## config.mk

```make
export PLATFORM = sky130hd
export DESIGN_NAME = sdf_cell
export DESIGN_NICKNAME = d
export VERILOG_FILES = /design/src/design/sdf_pkg.sv /design/src/design/sdf_cell.sv
export SDC_FILE = /design/constraint.sdc
export NUM_CORES = 1
export LEC_CHECK = 0
export BUFFER_PORTS_ARGS = -buffer_cell sky130_fd_sc_hd__buf_2
export CAP_MARGIN = 20
export CORE_MARGIN = 2
export CORE_UTILIZATION = 35
export CTS_CLUSTER_DIAMETER = 100
export DETAILED_ROUTE_END_ITERATION = 6
export PLACE_DENSITY = 0.66
export SLEW_MARGIN = 20
export SYNTH_ARGS = -nofsm -noshare
export SYNTH_HDL_FRONTEND = slang
export SYNTH_SLANG_ARGS = --single-unit
export TNS_END_PERCENT = 100
```

## constraint.sdc

```tcl
create_clock -name clk -period 2.7 [get_ports clk]
set_clock_uncertainty 0.15 [all_clocks]
set_input_delay 0.27 -clock clk [delete_from_list [all_inputs] [get_ports clk]]
set_output_delay 0.27 -clock clk [all_outputs]
set_load 0.005 [all_outputs]
```

## src/design/sdf_pkg.sv

```systemverilog
package sdf_pkg;

	// Result status codes
	localparam logic [1:0] ST_OK        = 2'd0;
	localparam logic [1:0] ST_OVERFLOW  = 2'd1;
	localparam logic [1:0] ST_EMPTY_SET = 2'd2;
	localparam logic [1:0] ST_STORE_FULL = 2'd3;

	// Request kinds
	localparam logic REQ_LOAD = 1'b0;
	localparam logic REQ_TEST = 1'b1;

	// Fixed field widths
	localparam int VAL_W = 32;
	localparam int CAP_W = 9;
	localparam logic [CAP_W-1:0] CAP_RESET = 9'd256;

	// One word slot as it moves down the cell chain
	typedef struct packed {
		logic             valid;
		logic             req;      // REQ_LOAD or REQ_TEST
		logic             last;
		logic             load_ok;  // load had room in the store at entry
		logic             match;    // a stored word equaled this test word so far
		logic [VAL_W-1:0] word;
	} slot_t;

endpackage

```

## src/design/sdf_cell.sv

```systemverilog
module sdf_cell #(
	parameter int IDX       = 0,
	parameter int WORD_BITS = 32,
	parameter int CNT_W     = 9
) (
	input  logic                 clk,
	input  logic                 arst_n,
	input  logic                 adv,
	input  sdf_pkg::slot_t       slot_in,
	input  logic [WORD_BITS-1:0] cmp_in,
	input  logic [CNT_W-1:0]     snap_in,
	output sdf_pkg::slot_t       slot_out,
	output logic [WORD_BITS-1:0] cmp_out,
	output logic [CNT_W-1:0]     snap_out
);

	logic [WORD_BITS-1:0] stored_q;
	sdf_pkg::slot_t       slot_q;
	logic [WORD_BITS-1:0] cmp_q;
	logic [CNT_W-1:0]     snap_q;
	logic                 in_set;
	logic                 hit;
	logic                 wr_en;

	// This entry counts only if it was below the store count when the word entered
	assign in_set = (snap_in > CNT_W'(IDX));
	assign hit    = slot_in.valid && (slot_in.req == sdf_pkg::REQ_TEST) && in_set &&
	                (stored_q == cmp_in);
	assign wr_en  = adv && slot_in.valid && (slot_in.req == sdf_pkg::REQ_LOAD) &&
	                slot_in.load_ok && (snap_in == CNT_W'(IDX));

	// Stored exclusion word, written as its load passes by
	always_ff @(posedge clk) begin
		if (wr_en) begin
			stored_q <= cmp_in;
		end
	end

	// Slot handed to the next cell
	always_ff @(posedge clk or negedge arst_n) begin
		if (!arst_n) begin
			slot_q <= '0;
		end else if (adv) begin
			slot_q.valid   <= slot_in.valid;
			slot_q.req     <= slot_in.req;
			slot_q.last    <= slot_in.last;
			slot_q.load_ok <= slot_in.load_ok;
			slot_q.match   <= slot_in.match | hit;
			slot_q.word    <= slot_in.word;
		end
	end

	// Compare word and store count snapshot
	always_ff @(posedge clk) begin
		if (adv) begin
			cmp_q  <= cmp_in;
			snap_q <= snap_in;
		end
	end

	assign slot_out = slot_q;
	assign cmp_out  = cmp_q;
	assign snap_out = snap_q;

endmodule

```

Yosys cells after proc, flatten, opt, wreduce, memory -nomap -nowiden:

Index checks and enable logic that the tools add are counted.
W data, S select, Z words.

* bits in read-only memories: 0
* latch bits: 0
* memory bits (writable): 0
* output and inout bits: 78
* memories kept: 0
* flip-flop bits (word level): 110
* input port bits: 81

* reduce and logical (&&, ||, !) cells: 8
* mux-type cells: 0
* shift operators: 0
* order comparisons: 1
* equal/unequal tests: 1
* bitwise logic cells: 2
* multipliers: 0
* divide/modulo/power cells: 0
* $add $sub $neg: 0

Operator list (count)
* $eq A32 B32 Y1: 1
* $gt A9 B1 Y1 const B: 1
* $logic_not A9 Y1: 1
* $logic_and A1 B1 Y1: 7
* $not A1 Y1: 1
* $or A1 B1 Y1: 1

Longest topological paths before layout:

* word-level depth: 4
* gate-level depth with buffers: 5
* depth with buffers taken out: 5

Least setup slack after synthesis:

OpenSTA, ideal clock, no wires.

* kind: input-to-reg
* from: in snap_in[2]
* to: reg stored_q[0] (enable)
* required time: 2038 ps
* arrival: 4051 ps
* stages on the path: 3
* slack: -2014 ps
* cell sequence: nor4_1 > nand3_1 > nor4b_1

* longest elaborated chain between the ends: 2

RTL lines
* start: declaration: RTL line sdf_cell.sv:11 `input logic [CNT_W-1:0] snap_in,`
* $logic_not A9 Y1: RTL line sdf_cell.sv:30 `slot_in.load_ok && (snap_in == CNT_W'(IDX));`
* $logic_and A1 B1 Y1: RTL line sdf_cell.sv:30
* via wr_en: RTL line sdf_cell.sv:23 `logic wr_en;`
* end signal: assignment: RTL line sdf_cell.sv:35 `stored_q <= cmp_in;`
* end: declaration: RTL line sdf_cell.sv:17 `logic [WORD_BITS-1:0] stored_q;`

The timed path passes the listed nets, and every way through them passes these cells.
A chain may end at the register's enable or synchronous reset.

Worst setup path after layout:

* from: in snap_in[2]
* to: reg stored_q[3] (enable)

Same word-level chain as after synthesis.

==> impl_results.md <==
* Detailed Routing Iterations Pass 1 at 4
* Fin crit share at 83.6%
* Syn-to-layout area delta at 46.7%
* Port buffer count at 158
* Final min period at 2.26 ns
* Post-synthesis cell count at 203
* Post-route setup TNS at 0 ns
* Initial Utilization at 36.2%
* Wire length of the first global-routing pass at 12.4 mm
* Required @ worst endpoint at 2.55 ns
* Synthesized area at 3960 um2
* Total gr overflow at 0
* Die X at 110 um
* Count of cell types in the netlist at 19
* Setup repair after global routing missed its margin: no
* Share of cells above drive strength 1 at 49.5%
* # IOs at 159
* Hold Fails Final Rpt at 0
* Vias per cell at 4.46
* Layout fillers at 911
* Worst Hold Class: input port to flip-flop
* Worst Tran Pin Value at 0.807 ns
* Post-DRT Antenna Nets at 0
* Critical path type: input port to flip-flop
* Post-synth top area share at 55.4%
* Syn avg cell area at 19.5 um2
* Register area at 3120 um2
* Placement Rows at 38
* Die Y at 110 um
* Sequential element share of the synthesized area at 78.7%
* Largest cells by area after synthesis: edfxtp_1, dfrtp_1, mux2_2
* Antenna violations before repair at 1
* Synth Flop Type: edfxtp_1
* Setup Fix Bufs, Post-CTS at 0
* Multi-input gate area at 828 um2
* MaxCap Viol Count at 0
* Fin. max-slew vios at 0
* Endpoint class of the critical path: flip-flop
* Net count, final at 506
* Worst-skew pair later-pin latency at 0.34 ns
* # DRC at 0
* # resized after CTS at 0
* CP Launch Type: input port
* CTS max path bufs at 2
* Die area at 12200 um2
* Peak Freq at 443 MHz
* Largest net degree at the start of global routing at 38
* Dpl hpwl at 5.73 mm
* Tot Pwr at 3.74 mW
* Power density cells at 644 nW/um2
* CTS tree: done
* Root Driver: clkbuf_16
* H-tree depth at 3
* Post-synth top area cell: edfxtp_1
* CTS buffer count at 9
* Leak at 2.41 nW
* DR iter-0 viols at 127
* Clock sinks at 110
* Synth Warn # at 0
* #FFs+latches synth at 110
* Worst-path clk slew at 0.07 ns
* Vias in the first global route at 2652
* Slew headroom at 46.2%
* Routed WL per cell at 14.7 um
* Post-synth EDFFs at 73
* Vias after detailed routing at 2546
* FFs w/ async S/R, synth at 33.6%
* # hold bufs at CTS at 54
* Status: finished, final reports clean
* Final WL at 8.40 mm
* Worst Path Arrival at 2.11 ns
* Final setup vio count at 0
* Critical Path Fanout Max at 32
* Tot GR Track Use at 13.8%
* Core box area at 10900 um2
* Gpl congestion at 0.665
* Mapped Nets at 284
* Peak supply drop at 0.330 mV
[registers in the layout, summed over array words and instances (netlist names)]
name,cells
cmp_out,32
slot_out,37
snap_out,9
stored_q,32
[cells by family (layout without fill, tap and decap cells)]
logic type | after synthesis | count (layout) | share of synthesized area [%]
AO/OA/AOI/OAI | 2 | 2 | 0.253
other | 0 | 1 | 0
AND/OR/NAND/NOR | 18 | 18 | 3.00
multiplexers | 36 | 36 | 10.2
XOR/XNOR | 32 | 32 | 7.08
flip-flops | 110 | 110 | 78.7
buffers and inverters | 5 | 232 | 0.727
[cells in the mapped netlist, types with 2 or more instances]
cell      number
buf_2          2
buf_4          2
dfrtp_1       37
edfxtp_1      73
mux2_2        35
nand4_1        6
nor2_1         2
nor3_1         2
nor4_1         4
xnor2_1       16
xor2_1        16
[stage by stage]
step | cell area (um2) | utilization [%] | worst slack, ns | std cells | hold WS [ns]
final | 5810 | 53.1 | 0.442 | 571 | 0.0131
after global routing | 5810 | 53.1 | 0.325 | 571 | 0.00236
after detailed placement | 4940 | 45.2 | 0.637 | 500 | 0.257
after global placement | 4940 | 45.2 | 0.593 | 500 | 0.251
after floorplan | 3980 | - | 0.271 | 203 | -0.176
after CTS | 5810 | 53.1 | 0.455 | 570 | 0.000267
[worst paths after layout]
kind                         startpoint           end  slack (ns)  cells past startpoint
min in group asynchronous        arst_n  slot_out[17]        0.40                      2
max in group asynchronous        arst_n  slot_out[27]        1.48                      2
setup / recovery             snap_in[2]   stored_q[3]        0.44                      6
hold reg to reg            slot_out[32]  slot_out[32]        0.35                      2
setup reg to reg            stored_q[4]  slot_out[32]        1.14                      5
hold / removal              slot_in[30]  slot_out[30]        0.01                      2
[routing by layer]
metal  track usage (%)  wire [um]  vias to the layer above
li1                  -          -                     1206
met1              16.0       3410                     1222
met5                 0          0                        -
met2              23.3       4170                      106
met3              4.76        698                       12
met4              6.07        117                        0
[power breakdown]
part | leakage, nW | internal, mW | switching [mW]
sequential | 1.12 | 1.91 | 0.0363
clock | 0.151 | 0.821 | 0.586
combinational | 1.14 | 0.224 | 0.161
total | 2.41 | 2.96 | 0.783
[placed cells by master (no fill, tap or decap), types with 2 or more instances in the layout]
cell | synthesis | routed
buf_2 | 2 | 157
buf_4 | 2 | 4
bufinv_16 | 0 | 2
clkbuf_16 | 0 | 9
clkinvlp_4 | 0 | 2
dfrtp_1 | 37 | 37
dlygate4sd3_1 | 0 | 54
edfxtp_1 | 73 | 73
mux2_2 | 35 | 35
nand4_1 | 6 | 6
nor2_1 | 2 | 2
nor3_1 | 2 | 2
nor4_1 | 4 | 4
xnor2_1 | 16 | 16
xor2_1 | 16 | 16
[worst max-delay path, cell delays in order]
cell,delay (ns)
dlygate4sd3_1,0.54
buf_2,0.13
nor4_1,0.29
nand3_1,0.19
nor4b_4,0.27
buf_4,0.40
[cell type report]
cell class,count,area share (%)
diodes,1,0.0431
clock inverters,6,1.64
well taps,140,3.02
inverters,1,0.0646
repair buffers,215,23.4
multi-input cells,88,14.3
flip-flops and latches,110,53.7
clock buffers,10,3.94
(Power assumes the default switching activity.)
