### src/design/sdf_pkg.sv
package sdf_pkg;

	// Result status codes
	localparam logic [1:0] ST_OK        = 2'd0;
	localparam logic [1:0] ST_OVERFLOW  = 2'd1;
	localparam logic [1:0] ST_EMPTY_SET = 2'd2;
	localparam logic [1:0] ST_STORE_FULL = 2'd3;

	// Request kinds
	localparam logic REQ_LOAD = 1'b0;
	localparam logic REQ_TEST = 1'b1;

	// Fixed field widths
	localparam int VAL_W = 32;
	localparam int CAP_W = 9;
	localparam logic [CAP_W-1:0] CAP_RESET = 9'd256;

	// One word slot as it moves down the cell chain
	typedef struct packed {
		logic             valid;
		logic             req;      // REQ_LOAD or REQ_TEST
		logic             last;
		logic             load_ok;  // load had room in the store at entry
		logic             match;    // a stored word equaled this test word so far
		logic [VAL_W-1:0] word;
	} slot_t;

endpackage

### src/design/sdf_tail.sv
module sdf_tail #(
	parameter int CNT_W = 9
) (
	input  logic                          clk,
	input  logic                          arst_n,
	input  logic                          adv,
	input  logic [sdf_pkg::CAP_W-1:0]     cap,
	input  sdf_pkg::slot_t                slot_in,
	input  logic [CNT_W-1:0]              snap_in,
	input  logic                          out_taken,
	output logic                          out_valid,
	output logic [sdf_pkg::VAL_W-1:0]     kept_value,
	output logic                          kept,
	output logic [sdf_pkg::CAP_W-1:0]     kept_count,
	output logic [1:0]                    status,
	output logic                          job_done
);

	logic [sdf_pkg::CAP_W-1:0] kept_q;
	logic [1:0]                err_q;
	logic                      valid_q;
	logic [sdf_pkg::VAL_W-1:0] kv_q;
	logic                      kp_q;
	logic [sdf_pkg::CAP_W-1:0] cnt_q;
	logic [1:0]                st_q;
	logic                      done_q;

	logic                      is_test;
	logic                      emit;
	logic [1:0]                err_nx;
	logic [sdf_pkg::CAP_W-1:0] kept_nx;
	logic                      kp_nx;

	assign is_test = (slot_in.req == sdf_pkg::REQ_TEST);
	assign emit    = slot_in.valid && (is_test || !slot_in.load_ok);

	// Decision for a test word that has passed every cell
	always_comb begin
		err_nx  = err_q;
		kept_nx = kept_q;
		kp_nx   = 1'b0;
		if (err_q == sdf_pkg::ST_OK) begin
			if (snap_in == '0) begin
				err_nx = sdf_pkg::ST_EMPTY_SET;
			end else if (cap == '0) begin
				err_nx = sdf_pkg::ST_OVERFLOW;
			end else if (!slot_in.match) begin
				if (kept_q >= cap) begin
					err_nx = sdf_pkg::ST_OVERFLOW;
				end else begin
					kept_nx = kept_q + sdf_pkg::CAP_W'(1);
					kp_nx   = 1'b1;
				end
			end
		end
	end

	// Job state and output word valid
	always_ff @(posedge clk or negedge arst_n) begin
		if (!arst_n) begin
			kept_q  <= '0;
			err_q   <= sdf_pkg::ST_OK;
			valid_q <= 1'b0;
		end else begin
			if (adv) begin
				valid_q <= emit;
				if (slot_in.valid && is_test) begin
					if (slot_in.last) begin
						kept_q <= '0;
						err_q  <= sdf_pkg::ST_OK;
					end else begin
						kept_q <= kept_nx;
						err_q  <= err_nx;
					end
				end
			end else if (out_taken) begin
				valid_q <= 1'b0;
			end
		end
	end

	// Output word fields
	always_ff @(posedge clk) begin
		if (adv && emit) begin
			if (is_test) begin
				kv_q   <= kp_nx ? slot_in.word : '0;
				kp_q   <= kp_nx;
				cnt_q  <= kept_nx;
				st_q   <= err_nx;
				done_q <= slot_in.last;
			end else begin
				kv_q   <= '0;
				kp_q   <= 1'b0;
				cnt_q  <= kept_q;
				st_q   <= sdf_pkg::ST_STORE_FULL;
				done_q <= 1'b0;
			end
		end
	end

	assign out_valid  = valid_q;
	assign kept_value = kv_q;
	assign kept       = kp_q;
	assign kept_count = cnt_q;
	assign status     = st_q;
	assign job_done   = done_q;

endmodule

### config.mk
export PLATFORM = sky130hd
export DESIGN_NAME = sdf_tail
export DESIGN_NICKNAME = d
export VERILOG_FILES = /design/src/design/sdf_pkg.sv /design/src/design/sdf_tail.sv
export SDC_FILE = /design/constraint.sdc
export NUM_CORES = 1
export LEC_CHECK = 0
export BUFFER_PORTS_ARGS = -buffer_cell sky130_fd_sc_hd__buf_2
export CAP_MARGIN = 20
export CORE_MARGIN = 2
export CORE_UTILIZATION = 40
export DETAILED_ROUTE_END_ITERATION = 8
export PLACE_DENSITY = 0.68
export SETUP_SLACK_MARGIN = 0.1
export SLEW_MARGIN = 10
export SYNTH_ARGS = -nofsm -noshare
export SYNTH_HDL_FRONTEND = slang
export SYNTH_SLANG_ARGS = --single-unit
### constraint.sdc
create_clock -name clk -period 2.07 [get_ports clk]
set_input_delay 0.1035 -clock clk [delete_from_list [all_inputs] [get_ports clk]]
set_output_delay 0.1035 -clock clk [all_outputs]
set_load 0.01 [all_outputs]
* Yosys cells after proc, flatten, opt, wreduce, memory -nomap -nowiden
Cells that the tools add are included.
Operators by class: $add $sub $neg 1, magnitude comparators 1, multiplexer cells 20, reduce and logical (&&, ||, !) cells 11
Operator list (count):
- 9-bit 2-to-1 mux | 7
- 9-bit zero test | 2
- 2-bit 2-to-1 mux | 6
- 9-bit by 1-bit adder with 9-bit output (second input constant) | 1
- 9-bit >= comparator | 1
- 1-bit 2-to-1 mux | 7
- 2-bit AND reduction | 2
- 1-bit logical AND | 3
- 2-bit zero test | 1
- 2-bit nonzero test | 1
- 1-bit zero test | 1
- 1-bit logical OR | 1
Storage, ports and cells: bits in registers 57, bits of input ports 59

* Logic depth before layout (Yosys ltp)
depth after elaboration 7, gate-level depth with buffers 9, depth with buffers taken out 7

* Worst setup path before layout
No wires, ideal clock.
kind in2reg, start point input adv, end point register done_q (netlist: job_done), enable pin, library setup time 0.464 ns, data arrival time 2.388 ns, data required time 1.606 ns, path slack -0.782 ns, stages 2, buffers on the path 0, cell sequence nand2_1 -> a21oi_1
On the way: word-level cells in the longest chain between the ends 1
RTL lines:
- start: declaration | line sdf_tail.sv:6 | input logic adv,
- 1-bit logical AND | line sdf_tail.sv:84 | if (adv && emit) begin
- end signal: assignment | line sdf_tail.sv:90 | done_q <= slot_in.last;
- end: declaration | line sdf_tail.sv:26 | logic done_q;
No other way between the ends. A chain may end at the register's enable or synchronous reset.

* Worst setup path in the final report
start point register kept_q[6] in the netlist's numbering, end point register cnt_q (netlist bit kept_count[8]) (data pin)
On the way: word-level cells in the longest chain between the ends 7, elaborated cells between the ends (all ways) 8
RTL lines:
- start: declaration | line sdf_tail.sv:19 | logic [sdf_pkg::CAP_W-1:0] kept_q;
- start signal: assignment | line sdf_tail.sv:72 | kept_q <= kept_nx;
- 9-bit by 1-bit adder with 9-bit output or 9-bit >= comparator (tied branches) | line sdf_tail.sv:51, sdf_tail.sv:48
- 9-bit 2-to-1 mux * | line sdf_tail.sv:48 | if (kept_q >= cap) begin
- 9-bit 2-to-1 mux * | line sdf_tail.sv:47 | end else if (!slot_in.match) begin
- 9-bit 2-to-1 mux * | line sdf_tail.sv:45 | end else if (cap == '0) begin
- 9-bit 2-to-1 mux * | line sdf_tail.sv:43 | if (snap_in == '0) begin
- 9-bit 2-to-1 mux * | line sdf_tail.sv:42 | if (err_q == sdf_pkg::ST_OK) begin
- 9-bit 2-to-1 mux * | line sdf_tail.sv:85 | if (is_test) begin
- end signal: assignment | line sdf_tail.sv:88 | cnt_q <= kept_nx;
- end signal: assignment | line sdf_tail.sv:94 | cnt_q <= kept_q;
- end: declaration | line sdf_tail.sv:24 | logic [sdf_pkg::CAP_W-1:0] cnt_q;
Every way passes the cells marked *; elsewhere a longest branch is shown, timed or not.

==> impl_results.md <==
- Critical path peak fanout: 24
- Most area-consuming cells after synthesis: edfxtp_1 50%, dfrtp_1 11%, and3_1 9.7%, ha_1 4.6%, xnor2_1 2.6%
- Dpl hpwl: 4.48 mm
- Routability-driven placement congestion ratio: 0.862
- Core Rows: 29
- Yosys warnings: 0
- Number of setup violations in the final report: 12
- Number of global-route vias before repair: 2246
- Width of the die: 86.3 µm
- Syn Nets: 289
- Worst ir drop on vdd: 403 µV
- Worst-Margin Slew: 0.454 ns
- Yosys cell types: 41
- Setup crit start: kept_q[6]
- DR vias: 2283
- # diodes: 0
- Area delta synth->final: 48.9%
- # DRC: 0
- ANT nets after route: 0
- Iteration count of the initial detailed-routing pass: 4
- Final Cell Area: 0.00403 mm²
- Final worst slack: -0.0478 ns
- Net switching power: 726 µW
- Post-synth top area cell: edfxtp_1
- Initial antenna violation count: 0
- Worst-Skew Late Latency: 0.34 ns
- Commonest cells after routing, fill and taps aside: 104 x buf_2, 45 x edfxtp_1, 38 x and3_1, 18 x buf_4, 16 x inv_1
- Setup Crit Path Kind: flop to flop
- Reg clk slew, reported paths: 0.07 ns
- Maxcap violations: 0
- Crit start category: flop
- Share of power burned in registers: 43.1%
- Layout cells sized above 1: 50.8%
- CP arrival: 2.20 ns
- Primary FF master, synth: edfxtp_1
- Number of H-tree levels: 3
- P_int: 2320 µW
- Register area: 0.00165 mm²
- Failing checks: negative setup slack
- Area after DPL: 0.00348 mm²
- Worst Min Path Start: out_taken
- Die area: 0.00744 mm²
- Overall Global Routing Usage: 18.4%
- Tcrit/Tclk final: 102%
- FMAX: 472 MHz
- RSZ-0062 raised after global routing: yes
- First-pass GRT wire length: 10.5 mm
- Final min period: 2.12 ns
- Clock power frac: 41.9%
- Starting Density: 41.9%
- Multi-input logic area: 0.00114 mm²
- Worst Path Required: 2.16 ns
- Vias per cell: 5.25
- Final Hold Vio Count: 0
- Commonest non-fill, non-tap cell in the layout: buf_2
- TritonCTS buffer count: 9
- Fin cells: 435
- Lkg Pwr: 0.00187 µW
- Pwr Density: 756 mW/mm²
- Initial DRC count: 82
- Placed insts: 408
- Avg Inst Size Synth: 12.3 µm²
- Worst hold slack: 0.0654 ns
- Total wire length: 7.00 mm
- Cell Area, Synth: 0.00271 mm²
- Worst r2r src: kept_q[6]
- Chip Height: 86.3 µm
- # clock sinks: 57
- Synth Register Bits: 57
- EDFF count, synth: 45
- Largest net degree at the start of global routing: 41
- Crit end category: flop
- Async SR Flop Fraction: 21.1%
- Register area share after synthesis: 61.0%
- Slew margin rel.: 69.6%
- Fillers: 517
- CTS root buf: clkbuf_8
- Synth top area share: 49.9%
- Nets: 422
- Wire per inst: 16.1 µm
- GRT Residual Overflow: 0
- CTS Buffer Depth: 2
- Fin. max-slew vios: 0
- Core Region: 0.00646 mm²
- Cells after Synth: 220
- TritonCTS clock tree: yes
- IO buf count: 104
- Logic pwr share: 14.9%
- Status: finished with violations
- # IOs: 105
- Min-delay worst type: primary input to flop
- Switching power share of the total: 23.9%
- Clock Skews: 0.00838 ns
==> state kept, by name, summed over array words and instances (netlist names) <==
| register | cells |
|---|---|
| kept_value | 32 |
| kept_count | 9 |
| kept_q | 9 |
| err_q | 2 |
| status | 2 |
| job_done | 1 |
| kept | 1 |
| out_valid | 1 |
==> cell families (layout without fill, tap and decap cells) <==
family                     count (synthesis)  in the layout  share of synthesized area [%]
and+or+nand+nor                           83             83                           17.3
xor gates and xnor gates                   8              8                           2.59
adders and majority gates                 10             10                           4.62
AOI/OAI and AO/OA                         33             33                           9.62
DFF                                       57             57                           61.0
buffers and inverters                     27            165                           3.98
muxes                                      2              2                          0.832
==> power by group through the flow <==
stage	Combinational (µW)	Clock (µW)	Sequential [µW]
finish	455	1280	1310
global route	496	1360	1320
CTS	408	1300	1310
detailed placement	348	0	1340
global placement	340	0	1340
floorplan	175	0	1360
==> timing repair <==
| action | in CTS | in global routing |
|---|---|---|
| resized for setup | 12 | 20 |
| hold buffers | 1 | 0 |
| endpoints found under the setup margin | 50 | 51 |
| setup buffers | 3 | 5 |
| pin swaps | 5 | 5 |
| endpoints found under the hold margin | 12 | 0 |
| gates cloned | 2 | 1 |
==> final timing paths <==
check                                end  slack, ns  depth (start not counted)
max                        kept_count[8]      -0.05                          7
min                            out_valid       0.07                          3
max reg2reg                kept_count[8]      -0.05                          7
min reg2reg                    out_valid       0.48                          1
max in group asynchronous      kept_q[0]       1.65                          2
min in group asynchronous       err_q[0]       0.18                          2
==> Yosys cell counts (all sizes together), types with 3 or more instances <==
cell,count
nor3,5
nand4,3
nand2,9
nand3,8
and3,42
xnor2,8
inv,17
ha,10
a211o,4
clkbuf,7
a31o,4
buf,3
nor2,9
dfrtp,12
a31oi,5
edfxtp,45
o21ai,4
==> metal layers <==
metal	GRT usage [%]	routed length (µm)
met1	22.7	2910
met2	31.2	3410
met3	5.14	605
met4	6.39	71
met5	0	0
==> worst max-delay path, stage by stage (launching register included) <==
cell	delay (ns)
dfrtp_1	0.41
ha_4	0.22
a211o_1	0.33
a21oi_4	0.19
o2111a_2	0.28
buf_12	0.18
and3_4	0.19
xnor2_1	0.05
==> layout make-up <==
type / instances / share of cell area, %
inverter: 17 / 1.58
clock buffer: 9 / 3.07
timing repair buffer: 132 / 20.6
multi-input combinational: 136 / 28.4
clock inverter: 7 / 2.95
sequential: 57 / 41.0
tap: 77 / 2.39
==> through the flow <==
stage / power (µW) / setup TNS (ns) / setup WS, ns / utilization (%)
3_3_place_gp: 1680 / -0.0239 / -0.0110 / 53.8
6_report: 3040 / -0.341 / -0.0478 / 62.4
4_1_cts: 3020 / -0.196 / -0.0622 / 59.9
2_1_floorplan: 1530 / 0 / 0.00709 / -
5_1_grt: 3170 / -2.24 / -0.131 / 62.4
3_5_place_dp: 1690 / -0.876 / -0.0968 / 53.8
No activity file was read; power rests on OpenSTA's default activity.
